**src/sv/aef_pkg.sv**
```systemverilog
// ----------------------------------------------------------------------------
// aef_pkg
// Shared types, constants and helpers of the alpha edge feather block.
// ----------------------------------------------------------------------------
package aef_pkg;

	// configuration port
	localparam int SIDE_W    = 13;
	localparam int CFG_IDX_W = 1;
	localparam logic [CFG_IDX_W-1:0] REG_CANVAS_WIDTH  = 1'b0;
	localparam logic [CFG_IDX_W-1:0] REG_CANVAS_HEIGHT = 1'b1;
	localparam int CANVAS_RST = 64;

	// stream payload
	localparam int CHAN_W = 8;
	localparam int DATA_W = 4 * CHAN_W;

	// parameter defaults
	localparam int MAX_SIDE_DEF      = 4096;
	localparam int FRACTION_BITS_DEF = 16;

	// feather span: round(0.055 * side) clamped to SPAN_LOW..SPAN_HIGH
	localparam int SPAN_W        = 5;
	localparam int SPAN_LOW      = 6;
	localparam int SPAN_HIGH     = 28;
	localparam int SPAN_MUL      = 55;
	localparam int SPAN_BIAS     = 500;
	localparam int SPAN_DIV      = 1000;
	// sides at or above this cap all clamp to SPAN_HIGH
	localparam int SPAN_SIDE_CAP = 520;
	localparam int SPAN_CAP_W    = 10;
	localparam int SPAN_NUM_W    = 15;
	// n / 1000 == (n * 4195) >> 22 for every n the capped side can produce
	localparam int SPAN_RECIP    = 4195;
	localparam int SPAN_RECIP_W  = 13;
	localparam int SPAN_SHIFT    = 22;

	// datapath step codes
	localparam int STEP_W = 3;
	localparam logic [STEP_W-1:0] STEP_NONE  = 3'd0;
	localparam logic [STEP_W-1:0] STEP_RECIP = 3'd1;
	localparam logic [STEP_W-1:0] STEP_QSPAN = 3'd2;
	localparam logic [STEP_W-1:0] STEP_FIX   = 3'd3;
	localparam logic [STEP_W-1:0] STEP_SQ    = 3'd4;
	localparam logic [STEP_W-1:0] STEP_CUBE  = 3'd5;
	localparam logic [STEP_W-1:0] STEP_SCALE = 3'd6;

	typedef struct packed {
		logic              load;
		logic              push;
		logic [STEP_W-1:0] step;
	} cmd_t;

	typedef struct packed {
		logic feather;
	} sts_t;

	// zero acts as one, anything above the maximum side acts as the maximum
	function automatic logic [SIDE_W-1:0] eff_side(input logic [SIDE_W-1:0] raw,
	                                               input int unsigned max_side);
		logic [SIDE_W-1:0] res;
		res = raw;
		if (raw == '0)
			res = SIDE_W'(1);
		else if ({19'd0, raw} > max_side)
			res = max_side[SIDE_W-1:0];
		return res;
	endfunction

endpackage

```
**src/sv/alpha_edge_feather.sv**
```systemverilog
// ----------------------------------------------------------------------------
// alpha_edge_feather
// Smoothstep feathering of the alpha channel near the canvas border.
// ----------------------------------------------------------------------------
// Usage:
//   s_tvalid/s_tready/s_tdata take BGRA pixels of the canvas in raster order.
//   m_tvalid/m_tready/m_tdata return the same pixel with alpha attenuated by
//   smoothstep(distance / span) inside the border band; m_tlast marks the
//   last pixel of the canvas. One result per pixel, in order.
//   cfg_wen/cfg_index/cfg_wdata write canvas width (0) or height (1); any
//   write recomputes the feather span and restarts the frame at pixel 0.
//   Write only while no pixel is in flight.
// Timing:
//   One pixel is in work at a time. Pixels outside the band go from accept
//   straight to the hand-off to the output register; pixels inside the band
//   first pass six datapath steps (reciprocal estimate, multiply-back,
//   correction, square, cubic term, alpha scale), five of them through the
//   one shared multiplier.
// Reset: canvas 64 x 64, span 6, counters at zero, output empty.
// Stall: the output register holds a result while m_tready is low; the next
//   pixel is still computed and waits for the register to free up.
// ----------------------------------------------------------------------------
module alpha_edge_feather #(
	parameter int MAX_SIDE      = aef_pkg::MAX_SIDE_DEF,
	parameter int FRACTION_BITS = aef_pkg::FRACTION_BITS_DEF
) (
	input  logic                          clk,
	input  logic                          arst_n,
	input  logic                          cfg_wen,
	input  logic [aef_pkg::CFG_IDX_W-1:0] cfg_index,
	input  logic [aef_pkg::SIDE_W-1:0]    cfg_wdata,
	input  logic                          s_tvalid,
	output logic                          s_tready,
	input  logic [aef_pkg::DATA_W-1:0]    s_tdata,  // blue_in, green_in, red_in, alpha_in
	output logic                          m_tvalid,
	input  logic                          m_tready,
	output logic [aef_pkg::DATA_W-1:0]    m_tdata,  // blue_out, green_out, red_out, alpha_out
	output logic                          m_tlast   // frame_end
);
	import aef_pkg::*;

	cmd_t cmd;
	sts_t sts;

	aef_ctrl u_ctrl (
		.clk      (clk),
		.arst_n   (arst_n),
		.s_tvalid (s_tvalid),
		.s_tready (s_tready),
		.m_tvalid (m_tvalid),
		.m_tready (m_tready),
		.sts      (sts),
		.cmd      (cmd)
	);

	aef_dpath #(
		.MAX_SIDE      (MAX_SIDE),
		.FRACTION_BITS (FRACTION_BITS)
	) u_dpath (
		.clk       (clk),
		.arst_n    (arst_n),
		.cfg_wen   (cfg_wen),
		.cfg_index (cfg_index),
		.cfg_wdata (cfg_wdata),
		.s_tdata   (s_tdata),
		.m_tdata   (m_tdata),
		.m_tlast   (m_tlast),
		.cmd       (cmd),
		.sts       (sts)
	);

endmodule

```
**src/sv/aef_ctrl.sv**
```systemverilog
// ----------------------------------------------------------------------------
// aef_ctrl
// Sequencer: accepts a pixel, steps the datapath through the feather
// arithmetic when needed, and hands the result to the output register.
// ----------------------------------------------------------------------------
module aef_ctrl (
	input  logic          clk,
	input  logic          arst_n,
	input  logic          s_tvalid,
	output logic          s_tready,
	output logic          m_tvalid,
	input  logic          m_tready,
	input  aef_pkg::sts_t sts,
	output aef_pkg::cmd_t cmd
);
	import aef_pkg::*;

	localparam logic [2:0] ST_IDLE  = 3'd0;
	localparam logic [2:0] ST_RECIP = 3'd1;
	localparam logic [2:0] ST_QSPAN = 3'd2;
	localparam logic [2:0] ST_FIX   = 3'd3;
	localparam logic [2:0] ST_SQ    = 3'd4;
	localparam logic [2:0] ST_CUBE  = 3'd5;
	localparam logic [2:0] ST_SCALE = 3'd6;
	localparam logic [2:0] ST_PUSH  = 3'd7;

	logic [2:0] state_q;
	logic [2:0] state_nxt;
	logic       out_valid_q;
	logic       out_free;

	assign out_free = !out_valid_q || m_tready;
	assign s_tready = (state_q == ST_IDLE);
	assign m_tvalid = out_valid_q;

	always_comb begin
		state_nxt = state_q;
		cmd.load  = 1'b0;
		cmd.push  = 1'b0;
		cmd.step  = STEP_NONE;
		case (state_q)
			ST_IDLE: begin
				if (s_tvalid) begin
					cmd.load  = 1'b1;
					state_nxt = sts.feather ? ST_RECIP : ST_PUSH;
				end
			end
			ST_RECIP: begin
				cmd.step  = STEP_RECIP;
				state_nxt = ST_QSPAN;
			end
			ST_QSPAN: begin
				cmd.step  = STEP_QSPAN;
				state_nxt = ST_FIX;
			end
			ST_FIX: begin
				cmd.step  = STEP_FIX;
				state_nxt = ST_SQ;
			end
			ST_SQ: begin
				cmd.step  = STEP_SQ;
				state_nxt = ST_CUBE;
			end
			ST_CUBE: begin
				cmd.step  = STEP_CUBE;
				state_nxt = ST_SCALE;
			end
			ST_SCALE: begin
				cmd.step  = STEP_SCALE;
				state_nxt = ST_PUSH;
			end
			ST_PUSH: begin
				if (out_free) begin
					cmd.push  = 1'b1;
					state_nxt = ST_IDLE;
				end
			end
			default: state_nxt = ST_IDLE;
		endcase
	end

	always_ff @(posedge clk or negedge arst_n) begin
		if (!arst_n) begin
			state_q     <= ST_IDLE;
			out_valid_q <= 1'b0;
		end else begin
			state_q <= state_nxt;
			if (cmd.push)
				out_valid_q <= 1'b1;
			else if (m_tready)
				out_valid_q <= 1'b0;
		end
	end

endmodule

```
**src/sv/aef_dpath.sv**
```systemverilog
// ----------------------------------------------------------------------------
// aef_dpath
// Canvas registers, position counters, edge distance, the shared multiplier
// for the smoothstep arithmetic, and the output register.
// ----------------------------------------------------------------------------
module aef_dpath #(
	parameter int MAX_SIDE      = aef_pkg::MAX_SIDE_DEF,
	parameter int FRACTION_BITS = aef_pkg::FRACTION_BITS_DEF
) (
	input  logic                         clk,
	input  logic                         arst_n,
	input  logic                         cfg_wen,
	input  logic [aef_pkg::CFG_IDX_W-1:0] cfg_index,
	input  logic [aef_pkg::SIDE_W-1:0]    cfg_wdata,
	input  logic [aef_pkg::DATA_W-1:0]    s_tdata,
	output logic [aef_pkg::DATA_W-1:0]    m_tdata,
	output logic                         m_tlast,
	input  aef_pkg::cmd_t                cmd,
	output aef_pkg::sts_t                sts
);
	import aef_pkg::*;

	localparam int F     = FRACTION_BITS;
	localparam int CNT_W = ($clog2(MAX_SIDE) < SIDE_W) ? $clog2(MAX_SIDE) : SIDE_W;
	localparam int R_W   = F + 3;
	localparam int A_W   = F + 3;
	localparam int B_W   = F + 2;
	localparam int P_W   = A_W + B_W;
	localparam int N_W   = F + SPAN_W;
	localparam int H_W   = SPAN_W - 1;

	localparam int RST_SIDE = (CANVAS_RST > MAX_SIDE) ? MAX_SIDE : CANVAS_RST;
	localparam int RST_RAW  = (RST_SIDE * SPAN_MUL + SPAN_BIAS) / SPAN_DIV;
	localparam int RST_SPAN = (RST_RAW < SPAN_LOW) ? SPAN_LOW :
	                          (RST_RAW > SPAN_HIGH) ? SPAN_HIGH : RST_RAW;

	localparam logic [P_W-1:0] HALF   = P_W'(1) << (F - 1);
	localparam logic [F:0]     ONE    = (F + 1)'(1) << F;
	localparam logic [B_W-1:0] THREE1 = B_W'(3) << F;

	// reciprocal table: floor(2^(F+5) / span)
	logic [R_W-1:0] recip_tab [SPAN_LOW:SPAN_HIGH];
	for (genvar s = SPAN_LOW; s <= SPAN_HIGH; s++) begin : g_recip
		localparam longint RV = (64'd1 << (F + 5)) / s;
		assign recip_tab[s] = R_W'(RV);
	end

	// configuration and frame state
	logic [SIDE_W-1:0] width_q, height_q;
	logic [SPAN_W-1:0] span_q;
	logic [CNT_W-1:0]  col_q, row_q;

	// pixel in work
	logic [CHAN_W-1:0] blue_q, green_q, red_q, alpha_q;
	logic [CHAN_W-1:0] alpha_res_q;
	logic              last_q;
	logic [SPAN_W-1:0] d_q;
	logic [R_W-1:0]    r_q;
	logic [P_W-1:0]    acc_q;
	logic [F-1:0]      q_q, p_q, sq_q;
	logic [F:0]        s_q;

	// ---- span derivation on a size write ----
	logic [SIDE_W-1:0]       new_w, new_h, min_side;
	logic [SPAN_CAP_W-1:0]   cap_side;
	logic [SPAN_NUM_W-1:0]   span_num;
	logic [SPAN_NUM_W+SPAN_RECIP_W-1:0] span_prod;
	logic [SPAN_W-1:0]       span_raw, span_new;

	always_comb begin
		new_w = (cfg_index == REG_CANVAS_WIDTH) ? eff_side(cfg_wdata, MAX_SIDE) : width_q;
		new_h = (cfg_index == REG_CANVAS_HEIGHT) ? eff_side(cfg_wdata, MAX_SIDE) : height_q;
		min_side = (new_w < new_h) ? new_w : new_h;
		cap_side = (min_side > SIDE_W'(SPAN_SIDE_CAP)) ? SPAN_CAP_W'(SPAN_SIDE_CAP)
		                                               : min_side[SPAN_CAP_W-1:0];
		span_num  = SPAN_NUM_W'(cap_side * SPAN_NUM_W'(SPAN_MUL)) + SPAN_NUM_W'(SPAN_BIAS);
		span_prod = span_num * SPAN_RECIP_W'(SPAN_RECIP);
		span_raw  = span_prod[SPAN_SHIFT +: SPAN_W];
		if (span_raw < SPAN_W'(SPAN_LOW))
			span_new = SPAN_W'(SPAN_LOW);
		else if (span_raw > SPAN_W'(SPAN_HIGH))
			span_new = SPAN_W'(SPAN_HIGH);
		else
			span_new = span_raw;
	end

	// ---- edge distance of the current position ----
	logic [SIDE_W-1:0] x_ext, y_ext, dx, dy, edge_dist;
	logic              col_end, row_end;

	always_comb begin
		x_ext   = SIDE_W'(col_q);
		y_ext   = SIDE_W'(row_q);
		dx      = width_q - SIDE_W'(1) - x_ext;
		dy      = height_q - SIDE_W'(1) - y_ext;
		edge_dist = x_ext;
		if (dx < edge_dist)
			edge_dist = dx;
		if (y_ext < edge_dist)
			edge_dist = y_ext;
		if (dy < edge_dist)
			edge_dist = dy;
		col_end = (x_ext == width_q - SIDE_W'(1));
		row_end = (y_ext == height_q - SIDE_W'(1));
	end

	assign sts.feather = (edge_dist < SIDE_W'(span_q));

	// ---- shared multiplier ----
	logic [A_W-1:0]   mul_a;
	logic [B_W-1:0]   mul_b;
	logic [P_W-1:0]   mul_p;
	logic [H_W-1:0]   half_span;
	logic [F+H_W+R_W-1:0] hr;
	logic [P_W-1:0]   rnd;
	logic [P_W-F-1:0] rnd_sh;
	logic [F-1:0]     q0;
	logic [N_W-1:0]   num, rem;

	assign half_span = span_q[SPAN_W-1:1];
	assign hr        = (F + H_W + R_W)'(half_span * r_q);
	assign q0        = acc_q[F + 5 +: F];
	assign num       = {d_q, F'(half_span)};
	assign rem       = num - acc_q[N_W-1:0];

	always_comb begin
		mul_a = '0;
		mul_b = '0;
		case (cmd.step)
			STEP_RECIP: begin
				mul_a = r_q;
				mul_b = B_W'(d_q);
			end
			STEP_QSPAN: begin
				mul_a = A_W'(q0);
				mul_b = B_W'(span_q);
			end
			STEP_SQ: begin
				mul_a = A_W'(p_q);
				mul_b = B_W'(p_q);
			end
			STEP_CUBE: begin
				mul_a = A_W'(sq_q);
				mul_b = THREE1 - B_W'({p_q, 1'b0});
			end
			STEP_SCALE: begin
				mul_a = A_W'(s_q);
				mul_b = B_W'(alpha_q);
			end
			default: begin
				mul_a = '0;
				mul_b = '0;
			end
		endcase
	end

	assign mul_p  = mul_a * mul_b;
	assign rnd    = mul_p + HALF;
	assign rnd_sh = rnd[P_W-1:F];

	// ---- control state ----
	always_ff @(posedge clk or negedge arst_n) begin
		if (!arst_n) begin
			width_q  <= SIDE_W'(RST_SIDE);
			height_q <= SIDE_W'(RST_SIDE);
			span_q   <= SPAN_W'(RST_SPAN);
			col_q    <= '0;
			row_q    <= '0;
		end else if (cfg_wen) begin
			width_q  <= new_w;
			height_q <= new_h;
			span_q   <= span_new;
			col_q    <= '0;
			row_q    <= '0;
		end else if (cmd.load) begin
			if (col_end) begin
				col_q <= '0;
				row_q <= row_end ? '0 : row_q + CNT_W'(1);
			end else begin
				col_q <= col_q + CNT_W'(1);
			end
		end
	end

	// ---- payload ----
	always_ff @(posedge clk) begin
		if (cmd.load) begin
			blue_q      <= s_tdata[0*CHAN_W +: CHAN_W];
			green_q     <= s_tdata[1*CHAN_W +: CHAN_W];
			red_q       <= s_tdata[2*CHAN_W +: CHAN_W];
			alpha_q     <= s_tdata[3*CHAN_W +: CHAN_W];
			alpha_res_q <= s_tdata[3*CHAN_W +: CHAN_W];
			last_q      <= col_end && row_end;
			d_q         <= edge_dist[SPAN_W-1:0];
			r_q         <= recip_tab[span_q];
		end
		case (cmd.step)
			STEP_RECIP: acc_q <= {mul_p[F+4:0], F'(0)} + P_W'(hr);
			STEP_QSPAN: begin
				q_q   <= q0;
				acc_q <= mul_p;
			end
			// quotient estimate is exact or one low
			STEP_FIX:   p_q <= q_q + F'(rem >= N_W'(span_q));
			STEP_SQ:    sq_q <= rnd_sh[F-1:0];
			STEP_CUBE:  s_q <= ((P_W - F)'(ONE) < rnd_sh) ? ONE : rnd_sh[F:0];
			STEP_SCALE: alpha_res_q <= ((P_W - F)'(8'hFF) < rnd_sh) ? 8'hFF
			                                                       : rnd_sh[CHAN_W-1:0];
			default: ;
		endcase
		if (cmd.push) begin
			m_tdata <= {alpha_res_q, red_q, green_q, blue_q};
			m_tlast <= last_q;
		end
	end

endmodule

```
**config.mk**
```make
export PLATFORM = sky130hd
export DESIGN_NAME = alpha_edge_feather
export DESIGN_NICKNAME = d
export VERILOG_FILES = /design/src/sv/aef_pkg.sv /design/src/sv/alpha_edge_feather.sv /design/src/sv/aef_ctrl.sv /design/src/sv/aef_dpath.sv
export SDC_FILE = /design/constraint.sdc
export NUM_CORES = 2
export LEC_CHECK = 0
export BUFFER_PORTS_ARGS = -buffer_cell sky130_fd_sc_hd__buf_2
export CAP_MARGIN = 20
export CELL_PAD_IN_SITES_DETAIL_PLACEMENT = 0
export CELL_PAD_IN_SITES_GLOBAL_PLACEMENT = 1
export CORE_MARGIN = 5
export CORE_UTILIZATION = 45
export DETAILED_ROUTE_END_ITERATION = 8
export GPL_ROUTABILITY_DRIVEN = 0
export PLACE_DENSITY_LB_ADDON = 0.1
export REMOVE_ABC_BUFFERS = 1
export SLEW_MARGIN = 10
export SYNTH_ARGS = -nofsm -noshare
export SYNTH_HDL_FRONTEND = slang
export SYNTH_SLANG_ARGS = --single-unit
```
**constraint.sdc**
```tcl
create_clock -name clk -period 15.1 [get_ports clk]
set_input_delay 1.51 -clock clk [delete_from_list [all_inputs] [get_ports clk]]
set_output_delay 1.51 -clock clk [all_outputs]
set_load 0.005 [all_outputs]
```
# After elaboration in Yosys (flattened, before gate mapping)
# Memory sizes are Yosys's and may differ from the RTL's. A register that Yosys moved wholly into a read port is not among the register bits.
# Cells that the tools add are included.
# op_classes
mux	35
div_mod_pow	0
addsub	12
bitwise	1
n_lt_le_gt_ge	12
eq_ne	17
n_mul	4
n_reduce_logical	12
shift	0
# ops
cell	count
$mux W13	8
$pmux W19 S5	1
$pmux W18 S5	1
$mux W12	7
$pmux W37 S2	1
$add A37 B16 Y37 const B	1
$add A37 B23 Y37	1
$mul A19 B18 Y37	1
$mul A15 B13 Y27 const B	1
$eq A12 B13 Y1	2
$lt A13 B13 Y1	2
$sub A13 B1 Y13 const B	2
$sub A13 B12 Y13	2
$add A12 B1 Y12 const B	2
$mux W8	3
$pmux W3 S8	1
$mul A4 B19 Y23	1
$eq A3 B3 Y1 const B	7
$ge A21 B5 Y1	1
$lt A17 B21 Y1 const A	1
$lt A8 B21 Y1 const A	1
$sub A21 B21 Y21	1
$pmux W3 S6	1
$sub A18 B17 Y18 const A	1
other kinds (26)	43
# word_totals
ff_bits	240
mem_bits_ro	608
out_inout_bits	35
latch_bits	0
n_memories	1
mem_bits_rw	0
# memory_table
name	depth	width	rd	rd_ports_with_merged_regs	wr	line	rtl
(no name shown)	32	19	1	1	0	aef_dpath.sv:195	r_q <= recip_tab[span_q];

# Logic depth before layout (Yosys ltp)
# depth
depth_word	14
ltp_mapped	56
ltp_nobuf	51

# Modules after synthesis
# Synthesis repeated with hierarchy kept, for this count alone.
# hier_totals
hier_cells	3699
hier_area_um2	33890.0
# by_module_without_submodules
module	instances	seq_area_each_um2	area_each_um2	cells_each
aef_dpath	1	7387.1	33636.0	3672
aef_ctrl	1	100.1	254.0	27

# Worst setup path before layout
# OpenSTA, ideal clock, no wires.
# synth_path
path_type	input port to flip-flop
startpoint	input cfg_index
endpoint	register u_dpath.span_q[0]
required_time_ps	14999
arrival_ps	13089
stages	51
setup_slack_ps	1910
setup_ps	101
cell_sequence	clkbuf_1 clkbuf_1 clkbuf_1 clkbuf_1 o21a_1 inv_1 ha_1 a21o_1 a21o_1 a21oi_1 o21ai_0 a21oi_1 clkbuf_1 mux2i_1 mux2_2 a21oi_1 o21bai_1 or3b_2 [15 not listed] xnor2_1 inv_1 or2_2 fa_1 inv_1 fa_1 inv_1 fa_1 inv_1 ha_1 o21a_1 o221a_2 o22ai_1 o21ai_1 o21ai_0 a32oi_1 a21oi_1 o32ai_1
# synth_between
elab_chain_cells	11
elab_cells_between_ends	13
classes_between	add/sub (1); mul (2); order compare (4); mux (6)
# synth_lines
element	line	rtl
from (decl)	alpha_edge_feather.sv:30	input logic [aef_pkg::CFG_IDX_W-1:0] cfg_index,
$mux W13 *	aef_dpath.sv:71	new_w = (cfg_index == REG_CANVAS_WIDTH) ? eff_side(cfg_wdata, MAX_SIDE) : width_q;
named net u_dpath.new_w[9]	aef_dpath.sv:64	logic [SIDE_W-1:0] new_w, new_h, min_side;
$lt A13 B13 Y1	aef_dpath.sv:73	min_side = (new_w < new_h) ? new_w : new_h;
$mux W13 *	aef_dpath.sv:73	
$gt A13 B10 Y1	aef_dpath.sv:74	cap_side = (min_side > SIDE_W'(SPAN_SIDE_CAP)) ? SPAN_CAP_W'(SPAN_SIDE_CAP)
$mux W10 *	aef_dpath.sv:74	
$mul A10 B6 Y15 *	aef_dpath.sv:76	span_num = SPAN_NUM_W'(cap_side * SPAN_NUM_W'(SPAN_MUL)) + SPAN_NUM_W'(SPAN_BIAS);
$add A15 B9 Y15 *	aef_dpath.sv:76	
$mul A15 B13 Y27 *	aef_dpath.sv:77	span_prod = span_num * SPAN_RECIP_W'(SPAN_RECIP);
$gt A5 B5 Y1	aef_dpath.sv:81	else if (span_raw > SPAN_W'(SPAN_HIGH))
$mux W5	aef_dpath.sv:81	
$mux W5 *	aef_dpath.sv:79	if (span_raw < SPAN_W'(SPAN_LOW))
to (signal assigned)	aef_dpath.sv:166	span_q <= SPAN_W'(RST_SPAN);
to (signal assigned)	aef_dpath.sv:172	span_q <= span_new;
to (decl)	aef_dpath.sv:50	logic [SPAN_W-1:0] span_q;
# Mark *: on every way through the listed nets, which the timed path passes. The rest lies on a longest branch.
# A chain may end at the register's enable or synchronous reset.

# Worst setup path in the final report
# Ends and elaborated chain as after synthesis.

==> impl_metrics.json <==
{
  "fin_area_um2": 36300,
  "syn_area_um2": 33700,
  "rsz0062_at_grt": "false",
  "start_util_pct": 45.3,
  "synth_ff_type": "edfxtp_1",
  "final.min_clock_period_ps": 13860,
  "grt_pass1_wl_um": 160000,
  "drc": 0,
  "placedInstanceArea_um2": 35300,
  "avgViaCountPerCell": 5.64,
  "worst_path_max_delay_cell": "a2111oi_0",
  "hold_buffers": 0,
  "wl_um": 101000,
  "hold_class": "reg -> reg",
  "fin_worst_skew_ps": 18.0,
  "final_cells": 4741,
  "dp_hpwl_um": 82200,
  "hold_ws_ps": 417,
  "postCtsResizedCells": 0,
  "finalCritPeriodShare_pct": 91.8,
  "postCtsSetupRepairBufs": 0,
  "insertion_delay_ps": 590,
  "fin_nets": 4529,
  "critPathArrivalTime_ps": 14300,
  "io_pins": 86,
  "endpoint_kind": "flop",
  "clock.fmax_ghz": 0.0721,
  "criticalPathCategory": "in -> reg",
  "die_h_um": 284,
  "avgSynthCellArea_um2": 9.11,
  "yosys_warnings": 0,
  "core_area_um2": 74300,
  "relSlewSlack_pct": 18.5,
  "layout_common_cells": "545 x inv_1, 428 x nand2_1, 367 x ha_1",
  "dieArea_um2": 80400,
  "finalSetupViolCount": 0,
  "drive_gt1_share_pct": 6.63,
  "grt_max_degree": 65,
  "cap_violations": 0,
  "seq_area_frac_synth_pct": 22.2,
  "avgRoutedWirePerCell_um": 21.2,
  "vias": 26700,
  "dp_cells": 4684,
  "cts_buffers": 29,
  "netlist_instances": 3698,
  "grt_pass1_vias": 28000,
  "cts-htree-levels": 1,
  "status": "completed",
  "path_common_cell": "ha_1",
  "layout_commonest_cell": "inv_1",
  "tightest_slew_ps": 1220,
  "clkTransAtPathRegs_ps": 70,
  "cp-start-kind": "input pin",
  "tns_ps": 0,
  "synth_edf_count": 200,
  "ys_async_sr_fraction_pct": 22.8,
  "required_ps": 15530,
  "first_pass_iters": 5,
  "cp_max_fo": 42,
  "r2r_setup_slack_ps": 2720,
  "cts_tree": "done",
  "maxSlewViolCount": 0,
  "io_buffers": 85,
  "ant_nets": 0,
  "num_rows": 100,
  "gr-total-overflow": 0,
  "cpPeakStageDelay_ps": 590,
  "drt_iter0_markers": 1742,
  "syn_to_final_growth_pct": 7.71,
  "antenna_found_initial": 2,
  "n_fill_cell": 7081,
  "yosysUniqueCellTypes": 96,
  "track_usage_pct": 24.9,
  "die_w_um": 284,
  "clk_path_buf_depth": 3,
  "clock-sinks": 259,
  "cts-root-buf": "clkbuf_16",
  "synth-seq-cells": 259,
  "final_hold_viol_count": 0
}
[Yosys cell counts, types with 16 or more instances]
master      n  area [µm²]
inv_1     547        2050
nand2_1   428        1610
ha_1      367        4590
fa_1      365        7310
nor2_1    284        1070
edfxtp_1  200        6010
a21oi_1   172         861
o21ai_0   143         716
clkbuf_1  116         435
xnor2_1   103         902
and2_1     67         419
xor2_1     66         578
nor2b_1    57         357
dfrtp_1    55        1380
nand3_1    54         270
nor3_1     51         255
a21o_1     50         375
mux2i_1    46         460
o21a_1     37         278
a31oi_1    34         213
nand2b_1   33         206
and3_1     31         194
nand4_1    31         194
nor4_1     23         144
o31ai_1    20         150
o211ai_1   19         143
or3_1      18         113
a211oi_1   16         120
[through the flow]
step / setup slack (ps) / util (%)
after floorplan: 1900 / -
after global placement: 1120 / 47.5
after detailed placement: 745 / 47.5
after CTS: 1350 / 48.8
after global routing: 84.7 / 48.8
final: 1240 / 48.8
[metal layers]
metal | GRT usage (%) | part of all wire [%] | up-vias
met5 | 0 | 0 | -
li1 | - | - | 12500
met2 | 45.9 | 52 | 652
met4 | 8.73 | 4.2 | 0
met1 | 30.3 | 40 | 13400
met3 | 2.39 | 3.9 | 196
[cell families after synthesis]
kind of cell | synth area share [%]
AOI/OAI and AO/OA | 12.5
xor gates and xnor gates | 4.49
adders and majority gates | 35.3
buffers and inverters | 7.69
DFF | 22.2
muxes | 2.00
other | 0.0223
and+or+nand+nor | 15.8
[worst max-delay path: cells and delay by family]
kind / cells / cell delay [ps]
AO/OA/AOI/OAI: 19 / 4850
XOR/XNOR: 1 / 320
adder cells (fa/ha/maj): 11 / 4130
buffers and inverters: 7 / 1300
multiplexers: 3 / 670
AND/OR/NAND/NOR: 5 / 1460
[worst paths after layout]
check                                                startpoint                              end  cells past startpoint
worst max-delay path                                  cfg_index    u_dpath.span_q[0]$_DFFE_PN0P_                     46
worst min-delay path                 u_dpath.red_q[5]$_DFFE_PP_    u_dpath.m_tdata[21]$_DFFE_PP_                      0
worst max register to register  u_dpath.height_q[6]$_DFFE_PN1P_    u_dpath.span_q[0]$_DFFE_PN0P_                     43
worst min register to register       u_dpath.red_q[5]$_DFFE_PP_    u_dpath.m_tdata[21]$_DFFE_PP_                      0
max in group asynchronous                                arst_n    u_ctrl.state_q[2]$_DFFE_PN0P_                      2
min in group asynchronous                                arst_n  u_dpath.height_q[8]$_DFFE_PN0P_                      2
[cell type report]
cell class	count	area, µm²	share of cell area [%]
repair buffers	120	688	1.90
clock buffers	37	786	2.17
inverters	548	2060	5.67
flip-flops and latches	259	7490	20.6
multi-input cells	2788	23800	65.7
clock inverters	17	216	0.597
well taps	969	1210	3.34
diodes	3	7.51	0.0207
[flip-flops by register name, summed over array words and instances (netlist names)]
name                 flops
u_dpath.height_q        13
u_dpath.row_q           12
u_dpath.p_q             16
u_dpath.red_q            8
u_ctrl.state_q           3
u_ctrl.m_tvalid          1
u_dpath.m_tdata         32
u_dpath.span_q           5
u_dpath.green_q          8
u_dpath.sq_q            16
u_dpath.width_q         13
u_dpath.blue_q           8
u_dpath.d_q              5
u_dpath.col_q           12
u_dpath.acc_q           37
u_dpath.alpha_res_q      8
u_dpath.q_q             16
u_dpath.m_tlast          1
u_dpath.last_q           1
u_dpath.s_q             17
u_dpath.r_q             19
u_dpath.alpha_q          8
Power is left out: the tool's default activity adds up to more than one toggle a clock period on the data nets, which glitch-free logic cannot reach.
